File: config.mk
export PLATFORM = sky130hd
export DESIGN_NAME = seven_segment_key_bus_master
export DESIGN_NICKNAME = d
export VERILOG_FILES = /design/src/hdl/sskbm_pkg.sv /design/src/hdl/sskbm_msg_build.sv /design/src/hdl/sskbm_engine.sv /design/src/hdl/seven_segment_key_bus_master.sv
export SDC_FILE = /design/constraint.sdc
export NUM_CORES = 1
export LEC_CHECK = 0
export CORE_MARGIN = 2
export CORE_UTILIZATION = 45
export CTS_BUF_LIST = sky130_fd_sc_hd__clkbuf_8
export DETAILED_ROUTE_END_ITERATION = 6
export DONT_BUFFER_PORTS = 1
export GPL_TIMING_DRIVEN = 0
export HOLD_SLACK_MARGIN = 0.05
export MAX_ROUTING_LAYER = met4
export PLACE_DENSITY = 0.66
export SLEW_MARGIN = 20
export SYNTH_ARGS = -nofsm -noshare
export SYNTH_HDL_FRONTEND = slang
export SYNTH_HIERARCHICAL = 1
export SYNTH_SLANG_ARGS = --single-unit
File: constraint.sdc
create_clock -name clk -period 6.1 [get_ports clk]
set_clock_uncertainty 0.1 [all_clocks]
set_input_delay 0.61 -clock clk [delete_from_list [all_inputs] [get_ports clk]]
set_output_delay 0.61 -clock clk [all_outputs]
set_load 0.01 [all_outputs]
File: src/hdl/sskbm_pkg.sv
// shared types and constants for the two-wire display and key bus master
// no dependencies; imported by every module of the block
`default_nettype none

package sskbm_pkg;

  localparam logic [1:0] OP_DIGIT  = 2'd0;
  localparam logic [1:0] OP_BRIGHT = 2'd1;
  localparam logic [1:0] OP_SCAN   = 2'd2;

  localparam logic [1:0] GM_LOOKUP = 2'd0;
  localparam logic [1:0] GM_POINT  = 2'd1;
  localparam logic [1:0] GM_RAW    = 2'd2;

  localparam logic [7:0] CMD_DATA    = 8'h40;
  localparam logic [7:0] CMD_ADDR    = 8'hC0;
  localparam logic [7:0] CMD_READ    = 8'h42;
  localparam logic [7:0] CMD_CTRL    = 8'h80;
  localparam logic [7:0] CTRL_ON     = 8'h08;
  localparam logic [7:0] SEG_POINT   = 8'h80;
  localparam logic [7:0] GLYPH_BLANK = 8'd16;

  localparam logic [15:0] TIMEOUT_RESET = 16'd1000;

  localparam logic [7:0] SEG_TABLE [17] = '{
    8'h3f, 8'h06, 8'h5b, 8'h4f, 8'h66, 8'h6d, 8'h7d, 8'h07,
    8'h7f, 8'h6f, 8'h77, 8'h7c, 8'h39, 8'h5e, 8'h79, 8'h71, 8'h00
  };

  typedef struct packed {
    logic       request_valid;
    logic [1:0] opcode;
    logic [2:0] position;
    logic [7:0] glyph_value;
    logic [1:0] glyph_mode;
    logic [3:0] duty_level;
    logic       data_pin_sample;
  } in_item_t;

  typedef struct packed {
    logic       clock_pin;
    logic       data_pin;
    logic       data_drive;
    logic       busy_res;
    logic       done_res;
    logic [7:0] key_code;
    logic       key_changed;
    logic       ack_missing;
  } out_item_t;

  // request decode handed from the message builder to the engine
  typedef struct packed {
    logic       start;
    logic [7:0] byte0;
    logic [7:0] byte1;
    logic [7:0] byte2;
  } msg_t;

endpackage

`default_nettype wire

File: src/hdl/sskbm_msg_build.sv
// request decode: validity check and the command, address and segment bytes
// depends on sskbm_pkg
`default_nettype none

module sskbm_msg_build #(
  parameter int DIGIT_COUNT = 6
) (
  input  sskbm_pkg::in_item_t item,
  output sskbm_pkg::msg_t     msg
);
  import sskbm_pkg::*;

  logic [7:0] seg;
  logic [7:0] lut;
  logic       pos_bad;

  assign lut     = (item.glyph_value <= GLYPH_BLANK) ? SEG_TABLE[item.glyph_value[4:0]] : 8'h00;
  assign pos_bad = (item.opcode == OP_DIGIT) && (item.position >= 3'(DIGIT_COUNT));

  always_comb begin
    case (item.glyph_mode)
      GM_RAW:   seg = item.glyph_value;
      GM_POINT: seg = lut | SEG_POINT;
      default:  seg = lut;
    endcase
  end

  always_comb begin
    msg.start = item.request_valid && (item.opcode == OP_DIGIT || item.opcode == OP_BRIGHT ||
                                       item.opcode == OP_SCAN) && !pos_bad;
    msg.byte1 = CMD_ADDR + {5'd0, item.position};
    msg.byte2 = seg;
    case (item.opcode)
      OP_DIGIT:  msg.byte0 = CMD_DATA;
      OP_BRIGHT: msg.byte0 = (item.duty_level == 4'd0) ? CMD_CTRL :
                             (CMD_CTRL | CTRL_ON | {4'd0, item.duty_level - 4'd1});
      default:   msg.byte0 = CMD_READ;
    endcase
  end

endmodule

`default_nettype wire

File: src/hdl/sskbm_engine.sv
// bus sequencer: one tick of the pin waveform per transfer, holds all transaction state
// depends on sskbm_pkg
`default_nettype none

module sskbm_engine (
  input  logic                 clk,
  input  logic                 rst,
  input  logic                 fire,
  input  sskbm_pkg::in_item_t  item,
  input  sskbm_pkg::msg_t      msg,
  input  logic [15:0]          timeout,
  output sskbm_pkg::out_item_t result
);
  import sskbm_pkg::*;

  typedef enum logic [11:0] {
    PH_IDLE    = 12'b0000_0000_0001,
    PH_START1  = 12'b0000_0000_0010,
    PH_START2  = 12'b0000_0000_0100,
    PH_WLO     = 12'b0000_0000_1000,
    PH_WHI     = 12'b0000_0001_0000,
    PH_ACKREL  = 12'b0000_0010_0000,
    PH_ACKPOLL = 12'b0000_0100_0000,
    PH_RLO     = 12'b0000_1000_0000,
    PH_RHI     = 12'b0001_0000_0000,
    PH_STOP1   = 12'b0010_0000_0000,
    PH_STOP2   = 12'b0100_0000_0000,
    PH_STOP3   = 12'b1000_0000_0000
  } phase_t;

  phase_t      phase, phase_next;
  logic [2:0]  bit_count, bit_count_next;
  logic [1:0]  byte_index, byte_index_next;
  logic [7:0]  shift_byte, shift_byte_next;
  logic [15:0] wait_count, wait_count_next;
  logic [7:0]  previous_key, previous_key_next;
  logic [1:0]  pending_opcode, pending_opcode_next;
  logic        ack_flag, ack_flag_next;
  logic [7:0]  message_bytes [3];

  logic [1:0]  bi_inc;
  logic [15:0] wait_inc;
  logic [15:0] limit;
  logic [7:0]  load_sel;
  logic [7:0]  code;
  logic        poll_out;
  logic        finish;
  logic        accept;
  logic        clk_o, dat_o, drv_o, done_o, changed_o;

  assign accept   = (phase == PH_IDLE) && msg.start;
  assign bi_inc   = byte_index + 2'd1;
  assign wait_inc = (wait_count == 16'hFFFF) ? wait_count : wait_count + 16'd1;
  assign limit    = (timeout == 16'd0) ? 16'd1 : timeout;
  assign poll_out = item.data_pin_sample && (wait_inc >= limit);
  assign finish   = !item.data_pin_sample || poll_out;
  assign code     = ~shift_byte;

  always_comb begin
    case (byte_index)
      2'd0:    load_sel = message_bytes[0];
      2'd1:    load_sel = message_bytes[1];
      default: load_sel = message_bytes[2];
    endcase
  end

  always_comb begin
    phase_next          = phase;
    bit_count_next      = bit_count;
    byte_index_next     = byte_index;
    shift_byte_next     = shift_byte;
    wait_count_next     = wait_count;
    previous_key_next   = previous_key;
    pending_opcode_next = pending_opcode;
    ack_flag_next       = ack_flag;
    clk_o               = 1'b1;
    dat_o               = 1'b1;
    drv_o               = 1'b1;
    done_o              = 1'b0;
    changed_o           = 1'b0;
    if (accept) begin
      // first start tick shows idle levels
      pending_opcode_next = item.opcode;
      ack_flag_next       = 1'b0;
      byte_index_next     = 2'd0;
      phase_next          = PH_START2;
    end else begin
      case (phase)
        PH_START1: begin
          phase_next = PH_START2;
        end
        PH_START2: begin
          dat_o           = 1'b0;
          shift_byte_next = load_sel;
          bit_count_next  = 3'd0;
          phase_next      = PH_WLO;
        end
        PH_WLO: begin
          clk_o      = 1'b0;
          dat_o      = shift_byte[0];
          phase_next = PH_WHI;
        end
        PH_WHI: begin
          dat_o           = shift_byte[0];
          shift_byte_next = {1'b0, shift_byte[7:1]};
          if (bit_count == 3'd7) begin
            phase_next = PH_ACKREL;
          end else begin
            bit_count_next = bit_count + 3'd1;
            phase_next     = PH_WLO;
          end
        end
        PH_ACKREL: begin
          clk_o           = 1'b0;
          dat_o           = 1'b0;
          drv_o           = 1'b0;
          wait_count_next = 16'd0;
          phase_next      = PH_ACKPOLL;
        end
        PH_ACKPOLL: begin
          if (item.data_pin_sample) begin
            wait_count_next = wait_inc;
          end
          if (poll_out) begin
            ack_flag_next = 1'b1;
          end
          if (finish) begin
            dat_o           = 1'b0;
            byte_index_next = bi_inc;
            if (pending_opcode == OP_SCAN) begin
              if (bi_inc == 2'd1) begin
                shift_byte_next = 8'd0;
                bit_count_next  = 3'd0;
                phase_next      = PH_RLO;
              end else begin
                phase_next = PH_STOP1;
              end
            end else if (pending_opcode == OP_DIGIT && bi_inc == 2'd2) begin
              shift_byte_next = message_bytes[2];
              bit_count_next  = 3'd0;
              phase_next      = PH_WLO;
            end else begin
              phase_next = PH_STOP1;
            end
          end else begin
            clk_o = 1'b0;
            dat_o = 1'b0;
            drv_o = 1'b0;
          end
        end
        PH_RLO: begin
          clk_o      = 1'b0;
          dat_o      = 1'b0;
          drv_o      = 1'b0;
          phase_next = PH_RHI;
        end
        PH_RHI: begin
          dat_o           = 1'b0;
          drv_o           = 1'b0;
          shift_byte_next = {item.data_pin_sample, shift_byte[7:1]};
          if (bit_count == 3'd7) begin
            phase_next = PH_ACKREL;
          end else begin
            bit_count_next = bit_count + 3'd1;
          end
        end
        PH_STOP1: begin
          clk_o      = 1'b0;
          dat_o      = 1'b0;
          phase_next = PH_STOP2;
        end
        PH_STOP2: begin
          dat_o      = 1'b0;
          phase_next = PH_STOP3;
        end
        PH_STOP3: begin
          if (pending_opcode == OP_DIGIT && byte_index == 2'd1) begin
            phase_next = PH_START1;
          end else begin
            if (pending_opcode == OP_SCAN) begin
              changed_o         = (code != previous_key);
              previous_key_next = code;
            end
            done_o     = 1'b1;
            phase_next = PH_IDLE;
          end
        end
        default: begin
          phase_next = PH_IDLE;
        end
      endcase
    end
  end

  always_comb begin
    result.clock_pin   = clk_o;
    result.data_pin    = dat_o;
    result.data_drive  = drv_o;
    result.busy_res    = (phase_next != PH_IDLE);
    result.done_res    = done_o;
    result.key_code    = previous_key_next;
    result.key_changed = changed_o;
    result.ack_missing = ack_flag_next;
  end

  always_ff @(posedge clk) begin
    if (rst) begin
      phase          <= PH_IDLE;
      bit_count      <= 3'd0;
      byte_index     <= 2'd0;
      shift_byte     <= 8'd0;
      wait_count     <= 16'd0;
      previous_key   <= 8'd0;
      pending_opcode <= OP_DIGIT;
      ack_flag       <= 1'b0;
    end else if (fire) begin
      phase          <= phase_next;
      bit_count      <= bit_count_next;
      byte_index     <= byte_index_next;
      shift_byte     <= shift_byte_next;
      wait_count     <= wait_count_next;
      previous_key   <= previous_key_next;
      pending_opcode <= pending_opcode_next;
      ack_flag       <= ack_flag_next;
    end
  end

  // message bytes, loaded when a request starts
  always_ff @(posedge clk) begin
    if (fire && accept) begin
      message_bytes[0] <= msg.byte0;
      message_bytes[1] <= msg.byte1;
      message_bytes[2] <= msg.byte2;
    end
  end

endmodule

`default_nettype wire

File: src/hdl/seven_segment_key_bus_master.sv
// Two-wire display and key bus master. Every input transfer is one delay tick of the
// bus waveform and yields exactly one result transfer with the pin levels and status
// for that tick. One tick is taken per clock cycle sustained while the output is not
// stalled; a tick passes through an input register and one pass of the sequencer into
// the result register, so a result is offered once its tick has reached the result
// register, and a stalled output holds the input side. The acknowledge timeout
// register is written on the cfg port (reset 1000 ticks, zero acts as one). No clearing
// pass after reset. Depends on sskbm_pkg, sskbm_msg_build and sskbm_engine.
`default_nettype none

module seven_segment_key_bus_master #(
  parameter int DIGIT_COUNT = 6
) (
  input  logic                 clk,
  input  logic                 rst,
  input  logic                 in_valid,
  output logic                 in_ready,
  input  sskbm_pkg::in_item_t  in_item,
  output logic                 out_valid,
  input  logic                 out_ready,
  output sskbm_pkg::out_item_t out_item,
  input  logic                 cfg_valid,
  output logic                 cfg_ready,
  input  logic [15:0]          cfg_data
);
  import sskbm_pkg::*;

  in_item_t  in_q;
  logic      in_full;
  logic      fire;
  logic [15:0] ack_timeout_ticks;
  msg_t      msg;
  out_item_t result;

  assign fire      = in_full && (!out_valid || out_ready);
  assign in_ready  = !in_full || fire;
  assign cfg_ready = 1'b1;

  always_ff @(posedge clk) begin
    if (rst) begin
      ack_timeout_ticks <= TIMEOUT_RESET;
    end else if (cfg_valid && cfg_ready) begin
      ack_timeout_ticks <= cfg_data;
    end
  end

  always_ff @(posedge clk) begin
    if (rst) begin
      in_full <= 1'b0;
    end else if (in_valid && in_ready) begin
      in_full <= 1'b1;
    end else if (fire) begin
      in_full <= 1'b0;
    end
  end

  always_ff @(posedge clk) begin
    if (in_valid && in_ready) begin
      in_q <= in_item;
    end
  end

  sskbm_msg_build #(
    .DIGIT_COUNT(DIGIT_COUNT)
  ) u_msg (
    .item(in_q),
    .msg (msg)
  );

  sskbm_engine u_engine (
    .clk    (clk),
    .rst    (rst),
    .fire   (fire),
    .item   (in_q),
    .msg    (msg),
    .timeout(ack_timeout_ticks),
    .result (result)
  );

  always_ff @(posedge clk) begin
    if (rst) begin
      out_valid <= 1'b0;
    end else if (fire) begin
      out_valid <= 1'b1;
    end else if (out_ready) begin
      out_valid <= 1'b0;
    end
  end

  always_ff @(posedge clk) begin
    if (fire) begin
      out_item <= result;
    end
  end

  a_fire_gives_result: assert property (@(posedge clk) disable iff (rst)
    fire |=> out_valid)
    else $error("tick processed but no result offered");

  a_change_on_done: assert property (@(posedge clk) disable iff (rst)
    out_valid && out_item.key_changed |-> out_item.done_res)
    else $error("key change flagged outside a done tick");

  a_done_not_busy: assert property (@(posedge clk) disable iff (rst)
    out_valid && out_item.done_res |-> !out_item.busy_res)
    else $error("done tick still reports busy");

  a_released_low: assert property (@(posedge clk) disable iff (rst)
    out_valid && !out_item.data_drive |-> !out_item.data_pin && out_item.busy_res)
    else $error("released data line outside a transaction");

endmodule

`default_nettype wire
==> flow_summary_export.csv <==
group,metric,value,unit
die,coreArea,15100,um^2
critical_path,slowest_stage,"a2111oi_0",
sta,fin_ws,1.57,ns
clock_tree,clk_pin_slew,0.07,ns
global_route,grt_first_pass_wirelength,25700,um
drt,antenna_left,0,
die,die_w,128,um
critical_path,path_common_cell,"clkbuf_1",
clock_tree,post_cts_buffers,0,
finish,fin_util,0.499,
place,place_worst_setup_slack,1.61,ns
synth,avgSynthCellArea,9.93,um^2
sta,timing.hold.ws,0.165,ns
finish,area_growth_syn_to_layout,8.80,%
clock_tree,cts_max_path_buffers,2,
clock_tree,cts_tree,"done",
sta,tightest_slew,1.02,ns
die,die_y,128,um
critical_path,endpoint_kind,"flip-flop",
synth,synthArstFlopShare,0,
worst_hold_path,hold_path.class,"in -> reg",
place,hpwl,11700,um
pwr,leakage,0.00291,uW
sta,setup_violations,0,
drt,post_drt_wl_per_cell,17.1,um
finish,finalNonFillerCells,926,
critical_path,cp_slowest_stage_delay,0.59,ns
global_route,grt_max_degree,22,
synth,yosys.area.top_type,"edfxtp_1",
drt,routed-via-count,5411,
sta,setup_tns,0,ns
critical_path,crit_required,6.20,ns
drt,drc_errors,0,
finish,final_cell_mix,"72 x nor2_1, 70 x dfxtp_1, 60 x edfxtp_1",
die,ios,60,
die,dieArea,16400,um^2
finish,nNetsFinal,796,
critical_path,path_class,"reg -> reg",
global_route,groute.usage.overall,0.206,
clock_tree,cts-root-buf,"clkbuf_8",
finish,fillCellCount,1396,
critical_path,arrival,4.63,ns
synth,synth_area,6940,um^2
synth,synth-main-ff-cell,"dfxtp_1",
sta,rsz0062_at_grt,"no",
pwr,p_per_area,229,nW/um^2
sta,report.final.slew_viol_count,0,
synth,yosysSeqAreaShare,0.461,
die,rows,45,
run,max_cap_violations,0,
finish,final_common_cell,"nor2_1",
finish,antenna-diode-count,0,
place,place_inst,894,
synth,syn_inst,699,
critical_path,path_cells,"clkbuf_2 -> and4_1 -> clkbuf_1 -> and3_1 -> clkbuf_1 -> nand2_1 -> clkbuf_1 -> xnor2_1 -> ha_1 -> nand2b_1 -> a2111oi_0 -> o31a_1 -> a21oi_2 -> buf_2 -> nor2_1 -> o21ai_0 -> buf_4",
sta,hold_viol_final,0,
synth,synthDistinctLibCells,81,
global_route,antenna_found_initial,0,
synth,yosys_warnings,6,
global_route,grt_pass1_vias,5186,
clock_tree,htree_levels,4,
drt,firstDrtPassIters,5,
synth,synth_edf_count,60,
sta,max_freq,221,MHz
clock_tree,cts_buffers,17,
place,gp_congestion,0.934,
global_route,grt_overflow,0,
place,port_buffers,0,
critical_path,cp_top_family,"buffers and inverters",
drt,drt_iter0_drc,309,
critical_path,crit_buf_inv,6,
pwr,ir_worst_vdd,0.217,mV
critical_path,r2r_slack,1.57,ns
critical_path,critPathMaxFanout,10,
die,floorplan.initialDensity,0.458,
finish,drive_above_1_share,0.118,
critical_path,critPathLaunchType,"flip-flop",
clock_tree,insertion_delay,0.44,ns
synth,synthTopCellsByArea,"edfxtp_1 26%, dfxtp_1 20%, ha_1 5.2%",
clock_tree,ctsResizeCount,0,
sta,timing.final.crit_share,0.742,
synth,synth_top_area_frac,0.260,
drt,routed_via_density,5.84,
drt,routed_wl,15900,um
sta,period_needed,4.53,ns
status,outcome,"completed",
clock_tree,holdBufCountCts,0,
clock_tree,cts_sinks,130,
sta,max_slew_margin,0.322,
synth,ys_seq_elements,130,
==> worst reg2reg max path, stage by stage (launching register included) <==
cell and delay [ns]:
dfxtp_1 0.31, clkbuf_2 0.18, and4_1 0.19, clkbuf_1 0.25, and3_1 0.21, clkbuf_1 0.20, nand2_1 0.14, clkbuf_1 0.25
xnor2_1 0.30, ha_1 0.27, nand2b_1 0.14, a2111oi_0 0.59, o31a_1 0.32, a21oi_2 0.13, buf_2 0.24, nor2_1 0.19
o21ai_0 0.14, buf_4 0.16
==> Yosys cell counts (4+ instances only) <==
| library cell | number |
|---|---|
| nor2_1 | 72 |
| dfxtp_1 | 70 |
| edfxtp_1 | 60 |
| a21oi_1 | 36 |
| nand2_1 | 36 |
| inv_1 | 30 |
| ha_1 | 29 |
| clkbuf_1 | 20 |
| o21ai_0 | 20 |
| buf_4 | 19 |
| nand3_1 | 19 |
| nor3_1 | 19 |
| a211oi_1 | 16 |
| mux2i_1 | 16 |
| xnor2_1 | 16 |
| nand2b_1 | 12 |
| nand4_1 | 11 |
| a22oi_1 | 10 |
| a22o_1 | 9 |
| a31oi_1 | 9 |
| buf_2 | 9 |
| nand3b_1 | 9 |
| nor2b_1 | 9 |
| a211o_1 | 8 |
| a221oi_1 | 8 |
| a21o_1 | 7 |
| and2_1 | 7 |
| nor3b_1 | 7 |
| nor4_1 | 6 |
| o31ai_1 | 5 |
| xor2_1 | 5 |
| a32o_1 | 4 |
| and3_1 | 4 |
| buf_6 | 4 |
| mux2_2 | 4 |
| o21ai_1 | 4 |
| or3_1 | 4 |
==> where the power goes <==
group | total, uW | leakage, uW | switching, uW | internal, uW
registers | 962 | 0.00114 | 22.3 | 939
logic | 134 | 0.00157 | 80.7 | 53.8
clock network | 632 | 0.000201 | 315 | 317
total | 1730 | 0.00291 | 418 | 1310
==> through the flow <==
stage	area [um^2]	total power (uW)
finish	7550	1730
global route	7550	1800
CTS	7550	1750
detailed placement	7220	1110
global placement	7200	1110
floorplan	6960	1080
==> cells by family (layout without fill, tap and decap cells) <==
family / Yosys count / after routing / synth area share
and+or+nand+nor: 242 / 242 / 0.192
buffers and inverters: 86 / 120 / 0.0652
adders and majority gates: 29 / 29 / 0.0523
AOI/OAI and AO/OA: 168 / 168 / 0.171
xor gates and xnor gates: 21 / 21 / 0.0265
muxes: 20 / 20 / 0.0296
DFF: 130 / 130 / 0.461
other: 3 / 8 / 0.00162
==> per-layer routing <==
| layer | global-route usage | wire, um | up-vias |
|---|---|---|---|
| met5 | - | 0 | - |
| met4 | 0.0873 | 423 | 0 |
| met3 | 0.0538 | 916 | 36 |
| met2 | 0.334 | 7690 | 177 |
| met1 | 0.243 | 6840 | 2585 |
| li1 | - | - | 2613 |
==> registers in the layout (all words and copies together) (netlist names), 3 cells and up <==
| name | count |
|---|---|
| ack_timeout_ticks | 16 |
| in_q | 21 |
| out_item | 15 |
| u_engine/bit_count | 3 |
| u_engine/message_bytes | 24 |
| u_engine/phase | 12 |
| u_engine/previous_key | 8 |
| u_engine/shift_byte | 8 |
| u_engine/wait_count | 16 |
==> cell type report <==
type / count / area (um^2) / share of cell area
tap: 188 / 235 / 0.0311
buffer: 56 / 340 / 0.0451
sequential: 130 / 3200 / 0.424
inverter: 30 / 113 / 0.0149
clock buffer: 18 / 248 / 0.0328
timing repair buffer: 2 / 22.5 / 0.00298
clock inverter: 14 / 86.3 / 0.0114
multi-input combinational: 488 / 3300 / 0.438
==> final timing paths <==
kind,from,end,depth (start not counted)
worst min-delay path,in_item[5],in_q[5],0
worst max register to register,u_engine/wait_count[3],out_item[12],17
worst min register to register,in_full,out_valid,2
worst max-delay path,u_engine/wait_count[3],out_item[12],17
(Power assumes the default switching activity.)
